===== src/design/sm3_pkg.sv =====
`default_nettype none
package sm3_pkg;

   typedef logic [31:0] word_type;

   localparam word_type SM3_IV [8] = '{
      32'h7380166F, 32'h4914B2B9, 32'h172442D7, 32'hDA8A0600,
      32'hA96F30BC, 32'h163138AA, 32'hE38DEE4D, 32'hB0FB0E4E
   };
   localparam word_type TJ_LOW  = 32'h79CC4519;
   localparam word_type TJ_HIGH = 32'h7A879D8A;
   localparam word_type PAD_WORD = 32'h80000000;
   localparam logic [7:0] PAD_BYTE = 8'h80;

   // Source of the word written into the block buffer.
   typedef enum logic [1:0] {
      SRC_REQ  = 2'd0,
      SRC_PAD  = 2'd1,
      SRC_FILL = 2'd2
   } wr_src_type;

   // Commands from the controller to the datapath.
   typedef struct packed {
      logic       wr_en;
      wr_src_type wr_src;
      logic [3:0] wr_idx;
      logic       len_ok;
      logic       add_len;
      logic       init;
      logic       start;
      logic       round;
      logic [5:0] rnd;
      logic       fold;
      logic [2:0] out_idx;
   } cmd_type;

   function automatic word_type rotl(input word_type x, input logic [4:0] n);
      return (x << n) | (x >> (6'd32 - {1'b0, n}));
   endfunction

   function automatic word_type perm0(input word_type x);
      return x ^ rotl(x, 5'd9) ^ rotl(x, 5'd17);
   endfunction

   function automatic word_type perm1(input word_type x);
      return x ^ rotl(x, 5'd15) ^ rotl(x, 5'd23);
   endfunction

endpackage
`default_nettype wire


===== src/design/sm3_req_if.sv =====
`default_nettype none
interface sm3_req_if;
   logic        valid;
   logic        ready;
   logic [31:0] msg_word;
   logic [2:0]  word_bytes;
   logic        last_word;

   modport source (output valid, msg_word, word_bytes, last_word, input ready);
   modport sink (input valid, msg_word, word_bytes, last_word, output ready);
endinterface
`default_nettype wire


===== src/design/sm3_rsp_if.sv =====
`default_nettype none
interface sm3_rsp_if;
   logic        valid;
   logic        ready;
   logic [31:0] digest_word;
   logic [2:0]  digest_index;
   logic        digest_last;

   modport source (output valid, digest_word, digest_index, digest_last, input ready);
   modport sink (input valid, digest_word, digest_index, digest_last, output ready);
endinterface
`default_nettype wire


===== src/design/sm3_dp.sv =====
`default_nettype none
module sm3_dp (
   input  wire logic            clock,
   input  wire logic            reset,
   input  wire sm3_pkg::cmd_type cmd,
   input  wire logic [31:0]     msg_word,
   input  wire logic [2:0]      word_bytes,
   input  wire logic            last_word,
   output logic [31:0]          digest_word
);
   import sm3_pkg::*;

   word_type   buf_ff [16];
   word_type   buf_in [16];
   word_type   chain_ff [8];
   word_type   chain_in [8];
   word_type   a_ff, b_ff, c_ff, d_ff, e_ff, f_ff, g_ff, h_ff;
   word_type   a_in, b_in, c_in, d_in, e_in, f_in, g_in, h_in;
   logic [63:0] len_ff, len_in;

   logic [2:0] nbytes;
   word_type   req_word;
   word_type   wr_data;
   word_type   w_new, tj, a12, ss1, ss2, ff, gg, tt1, tt2;

   // Effective byte count: partial only on the final word.
   always_comb begin
      nbytes = (!last_word || word_bytes > 3'd4) ? 3'd4 : word_bytes;
      unique case (nbytes)
         3'd0:    req_word = PAD_WORD;
         3'd1:    req_word = {msg_word[31:24], PAD_BYTE, 16'h0};
         3'd2:    req_word = {msg_word[31:16], PAD_BYTE, 8'h0};
         3'd3:    req_word = {msg_word[31:8], PAD_BYTE};
         default: req_word = msg_word;
      endcase
   end

   // Word written into the block buffer.
   always_comb begin
      unique case (cmd.wr_src)
         SRC_REQ: wr_data = req_word;
         SRC_PAD: wr_data = PAD_WORD;
         default: begin
            if (cmd.len_ok && cmd.wr_idx == 4'd14) begin
               wr_data = len_ff[63:32];
            end else if (cmd.len_ok && cmd.wr_idx == 4'd15) begin
               wr_data = len_ff[31:0];
            end else begin
               wr_data = '0;
            end
         end
      endcase
   end

   // One compression round with the message schedule held as a sliding window.
   always_comb begin
      w_new = perm1(buf_ff[0] ^ buf_ff[7] ^ rotl(buf_ff[13], 5'd15))
              ^ rotl(buf_ff[3], 5'd7) ^ buf_ff[10];
      tj  = (cmd.rnd < 6'd16) ? TJ_LOW : TJ_HIGH;
      a12 = rotl(a_ff, 5'd12);
      ss1 = rotl(a12 + e_ff + rotl(tj, cmd.rnd[4:0]), 5'd7);
      ss2 = ss1 ^ a12;
      if (cmd.rnd < 6'd16) begin
         ff = a_ff ^ b_ff ^ c_ff;
         gg = e_ff ^ f_ff ^ g_ff;
      end else begin
         ff = (a_ff & b_ff) | (a_ff & c_ff) | (b_ff & c_ff);
         gg = (e_ff & f_ff) | (~e_ff & g_ff);
      end
      tt1 = ff + d_ff + ss2 + (buf_ff[0] ^ buf_ff[4]);
      tt2 = gg + h_ff + ss1 + buf_ff[0];
   end

   // Next state of the buffer, working variables, chain and length.
   always_comb begin
      buf_in   = buf_ff;
      chain_in = chain_ff;
      len_in   = len_ff;
      a_in = a_ff; b_in = b_ff; c_in = c_ff; d_in = d_ff;
      e_in = e_ff; f_in = f_ff; g_in = g_ff; h_in = h_ff;
      if (cmd.wr_en) begin
         buf_in[cmd.wr_idx] = wr_data;
      end
      if (cmd.add_len) begin
         len_in = len_ff + {58'h0, nbytes, 3'b000};
      end
      if (cmd.start) begin
         a_in = chain_ff[0]; b_in = chain_ff[1]; c_in = chain_ff[2]; d_in = chain_ff[3];
         e_in = chain_ff[4]; f_in = chain_ff[5]; g_in = chain_ff[6]; h_in = chain_ff[7];
      end
      if (cmd.round) begin
         for (int i = 0; i < 15; i++) begin
            buf_in[i] = buf_ff[i + 1];
         end
         buf_in[15] = w_new;
         d_in = c_ff; c_in = rotl(b_ff, 5'd9); b_in = a_ff; a_in = tt1;
         h_in = g_ff; g_in = rotl(f_ff, 5'd19); f_in = e_ff; e_in = perm0(tt2);
      end
      if (cmd.fold) begin
         chain_in[0] = chain_ff[0] ^ a_ff; chain_in[1] = chain_ff[1] ^ b_ff;
         chain_in[2] = chain_ff[2] ^ c_ff; chain_in[3] = chain_ff[3] ^ d_ff;
         chain_in[4] = chain_ff[4] ^ e_ff; chain_in[5] = chain_ff[5] ^ f_ff;
         chain_in[6] = chain_ff[6] ^ g_ff; chain_in[7] = chain_ff[7] ^ h_ff;
      end
      if (cmd.init) begin
         chain_in = SM3_IV;
         len_in   = '0;
      end
   end

   // Chain and length reset; buffer and working variables need none.
   always_ff @(posedge clock) begin
      if (reset) begin
         chain_ff <= SM3_IV;
         len_ff   <= '0;
      end else begin
         chain_ff <= chain_in;
         len_ff   <= len_in;
      end
   end

   always_ff @(posedge clock) begin
      buf_ff <= buf_in;
      a_ff <= a_in; b_ff <= b_in; c_ff <= c_in; d_ff <= d_in;
      e_ff <= e_in; f_ff <= f_in; g_ff <= g_in; h_ff <= h_in;
   end

   assign digest_word = chain_ff[cmd.out_idx];

endmodule
`default_nettype wire


===== src/design/sm3_ctrl.sv =====
`default_nettype none
module sm3_ctrl (
   input  wire logic        clock,
   input  wire logic        reset,
   input  wire logic        req_valid,
   input  wire logic [2:0]  req_bytes,
   input  wire logic        req_last,
   output logic             req_ready,
   output logic             rsp_valid,
   input  wire logic        rsp_ready,
   output logic [2:0]       rsp_index,
   output logic             rsp_last,
   output sm3_pkg::cmd_type cmd
);
   import sm3_pkg::*;

   typedef enum logic [4:0] {
      S_IDLE = 5'b00001,
      S_PAD  = 5'b00010,
      S_COMP = 5'b00100,
      S_FOLD = 5'b01000,
      S_OUT  = 5'b10000
   } state_type;

   state_type  state_ff, state_in;
   logic [3:0] cnt_ff, cnt_in;
   logic [5:0] rnd_ff, rnd_in;
   logic [2:0] oidx_ff, oidx_in;
   logic       final_ff, final_in;
   logic       pend_ff, pend_in;
   logic       lenok_ff, lenok_in;
   logic       done_ff, done_in;
   logic       full_word;

   assign full_word = !req_last || req_bytes >= 3'd4;
   assign rsp_index = oidx_ff;
   assign rsp_last  = (oidx_ff == 3'd7);

   // Sequencer for fill, padding, compression and digest readout.
   always_comb begin
      state_in = state_ff;
      cnt_in   = cnt_ff;
      rnd_in   = rnd_ff;
      oidx_in  = oidx_ff;
      final_in = final_ff;
      pend_in  = pend_ff;
      lenok_in = lenok_ff;
      done_in  = done_ff;
      req_ready = 1'b0;
      rsp_valid = 1'b0;
      cmd = '0;
      cmd.wr_src  = SRC_REQ;
      cmd.wr_idx  = cnt_ff;
      cmd.len_ok  = lenok_ff;
      cmd.rnd     = rnd_ff;
      cmd.out_idx = oidx_ff;
      unique case (state_ff)
         S_IDLE: begin
            req_ready = 1'b1;
            if (req_valid) begin
               cmd.wr_en   = 1'b1;
               cmd.add_len = 1'b1;
               cnt_in = cnt_ff + 4'd1;
               if (req_last) begin
                  final_in = 1'b1;
                  pend_in  = full_word;
                  lenok_in = !full_word && cnt_ff <= 4'd13;
               end
               if (cnt_ff == 4'd15) begin
                  cmd.start = 1'b1;
                  rnd_in = '0;
                  state_in = S_COMP;
               end else if (req_last) begin
                  state_in = S_PAD;
               end
            end
         end
         S_PAD: begin
            cmd.wr_en  = 1'b1;
            cmd.wr_src = pend_ff ? SRC_PAD : SRC_FILL;
            cnt_in = cnt_ff + 4'd1;
            if (pend_ff) begin
               pend_in  = 1'b0;
               lenok_in = cnt_ff <= 4'd13;
            end
            if (cnt_ff == 4'd15) begin
               cmd.start = 1'b1;
               rnd_in  = '0;
               done_in = !pend_ff && lenok_ff;
               state_in = S_COMP;
            end
         end
         S_COMP: begin
            cmd.round = 1'b1;
            rnd_in = rnd_ff + 6'd1;
            if (rnd_ff == 6'd63) begin
               state_in = S_FOLD;
            end
         end
         S_FOLD: begin
            cmd.fold = 1'b1;
            if (done_ff) begin
               state_in = S_OUT;
            end else if (final_ff) begin
               lenok_in = 1'b1;
               state_in = S_PAD;
            end else begin
               state_in = S_IDLE;
            end
         end
         S_OUT: begin
            rsp_valid = 1'b1;
            if (rsp_ready) begin
               oidx_in = oidx_ff + 3'd1;
               if (oidx_ff == 3'd7) begin
                  cmd.init = 1'b1;
                  final_in = 1'b0;
                  done_in  = 1'b0;
                  cnt_in   = '0;
                  state_in = S_IDLE;
               end
            end
         end
         default: state_in = S_IDLE;
      endcase
   end

   always_ff @(posedge clock) begin
      if (reset) begin
         state_ff <= S_IDLE;
         cnt_ff   <= '0;
         rnd_ff   <= '0;
         oidx_ff  <= '0;
         final_ff <= 1'b0;
         pend_ff  <= 1'b0;
         lenok_ff <= 1'b0;
         done_ff  <= 1'b0;
      end else begin
         state_ff <= state_in;
         cnt_ff   <= cnt_in;
         rnd_ff   <= rnd_in;
         oidx_ff  <= oidx_in;
         final_ff <= final_in;
         pend_ff  <= pend_in;
         lenok_ff <= lenok_in;
         done_ff  <= done_in;
      end
   end

endmodule
`default_nettype wire


===== src/design/sm3_hash_engine_top.sv =====
// SM3 hash engine, one message at a time.
// The request channel carries big-endian message words; word_bytes gives the
// valid bytes and only the word flagged last_word may be partial (zero bytes
// for an empty tail). No response follows an ordinary word. After the final
// word the engine pads the message, appends the bit length and then presents
// the eight digest words on the response channel, index 0 first, with
// digest_last on the eighth.
// Timing: a request is accepted in the cycle it is offered while the engine is idle;
// every sixteenth word starts a block compression (64 rounds, one per cycle in the
// shared round unit, plus the chaining fold). The final word is followed by padding
// words, one per cycle up to the end of the block, one or two compressions, then the
// digest words, one per cycle while the receiver is ready. Requests are not taken
// while a block compresses or the digest is out.
// If the receiver holds off ready, the current digest word and index stay
// unchanged until taken. Reset loads the initial value, clears the length
// and word count and leaves the engine ready for a new message.
`default_nettype none
module sm3_hash_engine_top (
   input wire logic clock,
   input wire logic reset,
   sm3_req_if.sink  req_if,
   sm3_rsp_if.source rsp_if
);
   import sm3_pkg::*;

   cmd_type cmd;

   sm3_ctrl u_ctrl (
      .clock     (clock),
      .reset     (reset),
      .req_valid (req_if.valid),
      .req_bytes (req_if.word_bytes),
      .req_last  (req_if.last_word),
      .req_ready (req_if.ready),
      .rsp_valid (rsp_if.valid),
      .rsp_ready (rsp_if.ready),
      .rsp_index (rsp_if.digest_index),
      .rsp_last  (rsp_if.digest_last),
      .cmd       (cmd)
   );

   sm3_dp u_dp (
      .clock       (clock),
      .reset       (reset),
      .cmd         (cmd),
      .msg_word    (req_if.msg_word),
      .word_bytes  (req_if.word_bytes),
      .last_word   (req_if.last_word),
      .digest_word (rsp_if.digest_word)
   );

endmodule
`default_nettype wire


===== src/flat_wrapper.sv =====
// flat-port wrapper written by rule: the top's interface ports become plain ports
module sm3_hash_engine_top_flat import sm3_pkg::*;
  (clock, reset, req_if_valid, req_if_msg_word, req_if_word_bytes, req_if_last_word, req_if_ready, rsp_if_valid, rsp_if_digest_word, rsp_if_digest_index, rsp_if_digest_last, rsp_if_ready);
  sm3_req_if req_if_i ();
  sm3_rsp_if rsp_if_i ();
  input wire logic clock;
  input wire logic reset;
  input wire logic [$bits(req_if_i.valid)-1:0] req_if_valid;
  input wire logic [$bits(req_if_i.msg_word)-1:0] req_if_msg_word;
  input wire logic [$bits(req_if_i.word_bytes)-1:0] req_if_word_bytes;
  input wire logic [$bits(req_if_i.last_word)-1:0] req_if_last_word;
  output wire logic [$bits(req_if_i.ready)-1:0] req_if_ready;
  output wire logic [$bits(rsp_if_i.valid)-1:0] rsp_if_valid;
  output wire logic [$bits(rsp_if_i.digest_word)-1:0] rsp_if_digest_word;
  output wire logic [$bits(rsp_if_i.digest_index)-1:0] rsp_if_digest_index;
  output wire logic [$bits(rsp_if_i.digest_last)-1:0] rsp_if_digest_last;
  input wire logic [$bits(rsp_if_i.ready)-1:0] rsp_if_ready;
  assign req_if_i.valid = req_if_valid;
  assign req_if_i.msg_word = req_if_msg_word;
  assign req_if_i.word_bytes = req_if_word_bytes;
  assign req_if_i.last_word = req_if_last_word;
  assign req_if_ready = req_if_i.ready;
  assign rsp_if_valid = rsp_if_i.valid;
  assign rsp_if_digest_word = rsp_if_i.digest_word;
  assign rsp_if_digest_index = rsp_if_i.digest_index;
  assign rsp_if_digest_last = rsp_if_i.digest_last;
  assign rsp_if_i.ready = rsp_if_ready;
  sm3_hash_engine_top u_core (.clock(clock), .reset(reset), .req_if(req_if_i), .rsp_if(rsp_if_i));
endmodule

===== config.mk =====
export PLATFORM = sky130hd
export DESIGN_NAME = sm3_hash_engine_top_flat
export DESIGN_NICKNAME = d
export VERILOG_FILES = /design/src/design/sm3_pkg.sv /design/src/design/sm3_req_if.sv /design/src/design/sm3_rsp_if.sv /design/src/design/sm3_dp.sv /design/src/design/sm3_ctrl.sv /design/src/design/sm3_hash_engine_top.sv /design/src/flat_wrapper.sv
export SDC_FILE = /design/constraint.sdc
export NUM_CORES = 2
export LEC_CHECK = 0
export BUFFER_PORTS_ARGS = -buffer_cell sky130_fd_sc_hd__buf_4
export CAP_MARGIN = 20
export CORE_ASPECT_RATIO = 1.4
export CORE_MARGIN = 2
export CORE_UTILIZATION = 40
export CTS_CLUSTER_DIAMETER = 200
export DETAILED_ROUTE_END_ITERATION = 8
export PLACE_DENSITY = 0.51
export REMOVE_ABC_BUFFERS = 1
export SLEW_MARGIN = 20
export SYNTH_ARGS = -nofsm -noshare
export SYNTH_HDL_FRONTEND = slang
export SYNTH_SLANG_ARGS = --single-unit
export TNS_END_PERCENT = 10

===== constraint.sdc =====
create_clock -name clock -period 28.2 [get_ports clock]
set_input_delay 4.23 -clock clock [delete_from_list [all_inputs] [get_ports clock]]
set_output_delay 4.23 -clock clock [all_outputs]
set_load 0.01 [all_outputs]

# Word-level counts from Yosys, hierarchy flattened
# Index checks and enable logic that the tools add are counted.
op_classes:
  n_addsub: 13
  magnitude_cmp: 7
  eq_ne: 23
  n_shift: 2
  muxes: 80
  bitwise_logic: 44
  reduce_logical: 29
op_table:
  columns: ["operator", "n"]
  rows:
  - ["512-bit 2-to-1 mux", 2]
  - ["32-bit 2-to-1 mux", 23]
  - ["32-bit bitwise XOR", 22]
  - ["512-bit bitwise mux", 1]
  - ["32-bit adder", 8]
  - ["32-bit bitwise AND", 5]
  - ["32-bit demux with 4-bit select", 1]
  - ["32-bit OR", 4]
  - ["32-bit case mux with 4 select lines", 1]
  - ["32-bit binary-select mux with 3-bit select", 1]
  - ["64-bit by 6-bit adder with 64-bit output", 1]
  - ["32-bit by 15-bit OR with 32-bit output", 2]
  - ["32-bit by 7-bit OR with 32-bit output", 2]
  - ["32-bit by 9-bit OR with 32-bit output", 2]
  - ["32-bit case mux with 2 select lines", 1]
  - ["5-bit 2-to-1 mux", 8]
  - ["32-bit inverter", 1]
  - ["32-bit by 12-bit OR with 32-bit output", 1]
  - ["32-bit by 17-bit OR with 32-bit output", 1]
  - ["32-bit by 19-bit OR with 32-bit output", 1]
  - ["32-bit by 23-bit OR with 32-bit output", 1]
  - ["31-bit by 5-bit << shifter with 32-bit output", 1]
  - ["31-bit by 6-bit right shift with 32-bit output", 1]
  - ["26-bit 2-to-1 mux", 1]
  - ["49 further kinds", 106]
totals:
  register_bits: 1110
  out_inout_bits: 38
  wordCells: 239

# Logic depth before layout (Yosys ltp)
logic_depth:
  word_depth: 12
  ltp_mapped: 45

# Hierarchy
# Synthesis repeated with hierarchy kept, for this count alone.
hier_totals:
  cells_unflattened: 6038
  hier_area_um2: 63184.3
by_module_without_submodules:
  columns: ["module", "instances", "cells_per_inst", "area_each_um2", "seq_area_each_um2"]
  rows:
  - ["sm3_dp", 1, 5875, 61868.1, 29408.2]
  - ["sm3_ctrl", 1, 163, 1316.3, 440.4]

# Worst setup path before layout
# No wires, ideal clock.
synth_path:
  path_type: "input to register"
  start: "input port req_if_valid"
  end: "register u_core.u_dp.a_ff[0] (enable)"
  t_arrival_ns: 8.812
  t_required_ns: 26.228
  path_slack_ns: 17.415
  cell_stages: 4
  n_path_buf: 0
  cell_sequence: "nand4b_2 > nand2_1 > nand2_1 > nand2_1"
synth_between:
  elab_chain_len: 3
synth_lines:
  columns: ["item", "line_no", "source"]
  rows:
  - ["start, declared", "flat_wrapper.sv:8", "input wire logic [$bits(req_if_i.valid)-1:0] req_if_valid;"]
  - ["1-bit 2-to-1 mux", "sm3_ctrl.sv:60", "if (req_valid) begin"]
  - ["1-bit case mux with 2 select lines", "sm3_ctrl.sv:57", "unique case (state_ff)"]
  - ["2-bit nonzero test (no line)", null, null]
  - ["end signal, assigned", "sm3_dp.sv:124", "a_ff <= a_in; b_ff <= b_in; c_ff <= c_in; d_ff <= d_in;"]
  - ["end, declared", "sm3_dp.sv:17", "word_type a_ff, b_ff, c_ff, d_ff, e_ff, f_ff, g_ff, h_ff;"]
# No other way between the ends.
# A chain may end at the register's enable or synchronous reset.

# Worst setup path in the final report
layout_path:
  start: "register u_core.u_ctrl.rnd_ff[1]"
  end: "register u_core.u_dp.a_ff[31] (data pin)"
layout_between:
  elab_chain_len: 10
  word_cells_on_any_way: 14
  classes_between: "add/sub (5); order compare (1); shift (2); mux (3); bitwise (3)"
layout_lines:
  columns: ["item", "line_no", "source"]
  rows:
  - ["start, declared", "sm3_ctrl.sv:27", "logic [5:0] rnd_ff, rnd_in;"]
  - ["start signal, assigned", "sm3_ctrl.sv:141", "rnd_ff <= rnd_in;"]
  - ["6-bit by 5-bit < comparator with 1-bit output", "sm3_dp.sv:59, sm3_dp.sv:63", null]
  - ["26-bit 2-to-1 mux", "sm3_dp.sv:59", "tj = (cmd.rnd < 6'd16) ? TJ_LOW : TJ_HIGH;"]
  - ["31-bit by 6-bit right shift with 32-bit output / 31-bit by 5-bit << shifter with 32-bit output (equally long branches)", "sm3_pkg.sv:38", "return (x << n) | (x >> (6'd32 - {1'b0, n}));"]
  - ["32-bit OR", "sm3_pkg.sv:38", null]
  - ["32-bit adder", "sm3_dp.sv:61", "ss1 = rotl(a12 + e_ff + rotl(tj, cmd.rnd[4:0]), 5'd7);"]
  - ["32-bit by 7-bit OR with 32-bit output", "sm3_pkg.sv:38", null]
  - ["32-bit bitwise XOR", "sm3_dp.sv:62", "ss2 = ss1 ^ a12;"]
  - ["32-bit adder * (2 in a row)", "sm3_dp.sv:70", "tt1 = ff + d_ff + ss2 + (buf_ff[0] ^ buf_ff[4]);"]
  - ["32-bit 2-to-1 mux *", "sm3_dp.sv:91", "if (cmd.round) begin"]
  - ["named net u_core.u_dp.a_in[31]", "sm3_dp.sv:18", "word_type a_in, b_in, c_in, d_in, e_in, f_in, g_in, h_in;"]
# Mark *: on every way through the listed nets, which the timed path passes. The rest lies on a longest branch.

==> summary.txt <==
Power
  – Switching Share: 31.9%
  – Logic gate share of total power: 24.2%
  – Share of power burned in registers: between 40% and 50%
  – Power per cell area: 64.7 mW/mm^2
  – Clock power frac: 35.8%
  – Worst vdd ir: ~0.000050 V
  – Sw Pwr: 1.44 mW
  – Cell Int Power: 3.07 mW
  – LEAKAGE: 26.5 nW

Clocking
  – Root Buffer: clkbuf_16
  – CTS max path bufs: 3
  – Postcts setup bufs: 0
  – Sink Count: about 1100
  – Clk_lat worst skew: 800 ps
  – H-tree Lvls: 3
  – Hold-fix buffers, CTS: 0
  – Post-cts resize count: 0
  – Number of buffers created by CTS: 117
  – CTS tree: done
  – Reg clk slew, reported paths: 70 ps

Yosys
  – Async set-reset flop share out of synthesis: 0%
  – Cell taking the most area after synthesis: edfxtp_1
  – Synthesis Warnings: 0
  – Cell Area, Synth: between 0.06 and 0.07 sq mm
  – Sequential fraction of the synthesis area: 47.4%
  – EDFF count, synth: approximately 770
  – Top post-synthesis cells by area: edfxtp_1 37%, dfxtp_1 11%, nand2_1 7.7%, a22o_1 6.1%, fa_1 6.0%
  – Synth unique cells: 102
  – Syn Area/Cell: 10.3 sq um
  – Synthesized instance count: 6129
  – #FFs+latches synth: 1107
  – Post-synth top area share: 36.6%
  – Main flop type after synthesis: edfxtp_1

Cells and area
  – Biggest regs: u_core.u_dp.buf_ff x512, u_core.u_dp.chain_ff x256, u_core.u_dp.len_ff x61
  – Number of fillers in the final layout: around 15000
  – Post-Layout Cell Count: between 8000 and 9000
  – Syn-to-layout area delta: 10.5%
  – Number of flip-flops under the largest register name: 512
  – Commonest non-fill, non-tap cells in the layout: 1286 x nand2_1, 768 x edfxtp_1, 439 x a22o_1, 381 x xor2_1, 367 x nor2_1
  – Final nets: 6390
  – Largest Register: u_core.u_dp.buf_ff
  – Share of cells above drive strength 1: between 8 and 9%
  – Most common cell after layout, fill and taps aside: nand2_1

Min path
  – Worst hold path stage count: 2
  – Worst hold start: u_core.u_ctrl.final_ff
  – HP Class: flip-flop to flip-flop
  – Hold Path Sink: u_core.u_ctrl.final_ff

Critical path
  – R2R depth: 38
  – Critical path startpoint category: flip-flop
  – R2R Setup Slk: 16910 ps
  – Origin of the critical flop-to-flop path: u_core.u_ctrl.rnd_ff[1]
  – Worst R2R End: u_core.u_dp.a_ff[31]
  – Worst EP arrival: about 12000 ps
  – CP dominant cell by count: fa_1
  – CP Max Fanout: 34
  – WP data required: 28700 ps
  – Slowest cell on the critical path: ha_1
  – WS Path Type: flip-flop to flip-flop
  – CP endpoint kind: flip-flop
  – Max incr delay on CP: 820 ps

Timing
  – Final worst path period need: ~11000 ps
  – Period utilization: between 40% and 50%
  – RSZ-0062 raised after global routing: no
  – Worst slew margin: 13.8%
  – Max-slew violations: 0
  – Setup ws final: 16910 ps
  – Setup TNS: 0 ps
  – Fmax: roughly 89 MHz
  – Fin Clk Skew: between 70 and 80 ps
  – Final setup violation count: 0
  – Endpoints failing hold: 0
  – Worst-margin pin slew: around 1300 ps

GRT
  – Vias in the first global route: about 46000
  – First-pass GRT wire length: 339000 um
  – Gr usage total: between 20% and 30%
  – Remaining Overflow, GRT: 0
  – Initial antenna violation count: 3
  – Largest net degree at the start of global routing: 120

Detailed routing
  – Drt wl/cell: 28.7 um
  – DRT antenna net count: 0
  – Starting DRT DRC Count: approximately 3700
  – Routed vias/inst: about 5.7
  – Drt pass-1 iters: 7
  – Drt drc: 0
  – Drt total wl: 237000 um
  – Vias: 46719

Place
  – Placed cell count: 8020
  – Port buffer count: 77
  – Placer congestion estimate: 0.986
  – Final HPWL DP: 176000 um
  – Pre-CTS WS: ~17000 ps

Die
  – Die height: 474 um
  – Die Wd: ~340 um
  – Row count: 172
  – Core area: 0.157 sq mm
  – IO Count: 78
  – Die area: 0.161 sq mm
  – Starting Density: 40.2%

Run
  – Max-Cap Viols: 0

Status
  – Outcome: complete, no violations
## critical path: cells and delay by family (launching register included)
family	cells	cell delay, ps
xor+xnor	2	490
simple gates	7	790
flops	1	400
fa+ha+maj	7	3320
buf+inv	5	1290
compound gates	17	4760
## worst max path at each step
stage / startpoint / end / depth (start not counted)
CTS: u_core.u_ctrl.rnd_ff[1] / u_core.u_dp.e_ff[25] / 37
global placement: u_core.u_ctrl.rnd_ff[1] / u_core.u_dp.e_ff[2] / 37
global route: u_core.u_ctrl.rnd_ff[1] / u_core.u_dp.e_ff[25] / 36
detailed placement: u_core.u_ctrl.rnd_ff[1] / u_core.u_dp.e_ff[10] / 37
finish: u_core.u_ctrl.rnd_ff[1] / u_core.u_dp.a_ff[31] / 38
floorplan: u_core.u_ctrl.state_ff[0] / u_core.u_dp.buf_ff[10] / 5
## synth_stat cells (7+ instances only)
library cell and count:
edfxtp_1 768, nand2_1 1288, xor2_1 381, nand2b_1 23, a211oi_1 42, a21oi_1 200
nand4_1 17, inv_1 220, fa_1 189, o211ai_1 16, ha_1 110, o21ai_0 303
and3_1 49, nor3_1 56, o21ai_1 48, xnor2_1 315, a21o_1 34, a22oi_1 30
mux2i_1 38, mux4_2 64, buf_2 15, and4_1 7, mux2_2 42, buf_1 29
nor2_1 369, or3_1 28, clkbuf_1 338, o21a_1 8, o21bai_1 12, o22ai_1 19
or2_2 8, a31oi_1 39, a22o_1 439, o221ai_1 9, nor2b_1 34, o31ai_1 12
nand3_1 60, and2_1 17, dfxtp_1 339
## routing by layer
metal	wire length, um	up-vias	track usage [%]
met2	122000	1307	52.7
met5	0	-	0
met3	8830	383	2.62
met1	88800	23735	32.7
li1	-	21294	-
met4	16500	0	17.8
## per-stage QoR
stage,hold slack [ps],util (%),power (mW),area (sq um)
6_report,470,44.4,4.51,69600
5_1_grt,494,44.4,4.67,69600
4_1_cts,466,44.4,4.54,69600
3_5_place_dp,457,41.9,2.92,65700
3_3_place_gp,453,41.9,2.92,65700
2_1_floorplan,440,-,2.52,61500
## cell families after synthesis
family / share of synthesized area (%)
fa+ha+maj: 8.22
simple gates: 13.1
compound gates: 14.2
flops: 47.4
xor+xnor: 9.89
buf+inv: 3.69
mux: 3.64
## power groups by stage
stage	logic, mW	clock network, mW	registers [mW]
global placement	1.09	0	1.84
global route	1.16	1.70	1.80
finish	1.09	1.61	1.80
floorplan	0.716	0	1.81
detailed placement	1.09	0	1.84
CTS	1.09	1.64	1.80
## layout make-up
| class | count | area (sq um) | area share (%) |
|---|---|---|---|
| multi-input combinational | 4415 | 31000 | 44.5 |
| sequential | 1107 | 29900 | 42.9 |
| clock buffer | 156 | 3230 | 4.63 |
| tap | 2088 | 2610 | 3.75 |
| timing repair buffer | 190 | 1440 | 2.07 |
| inverter | 220 | 828 | 1.19 |
| clock inverter | 65 | 689 | 0.990 |
| antenna | 2 | 5.00 | 0.00719 |
(Power assumes the default switching activity.)
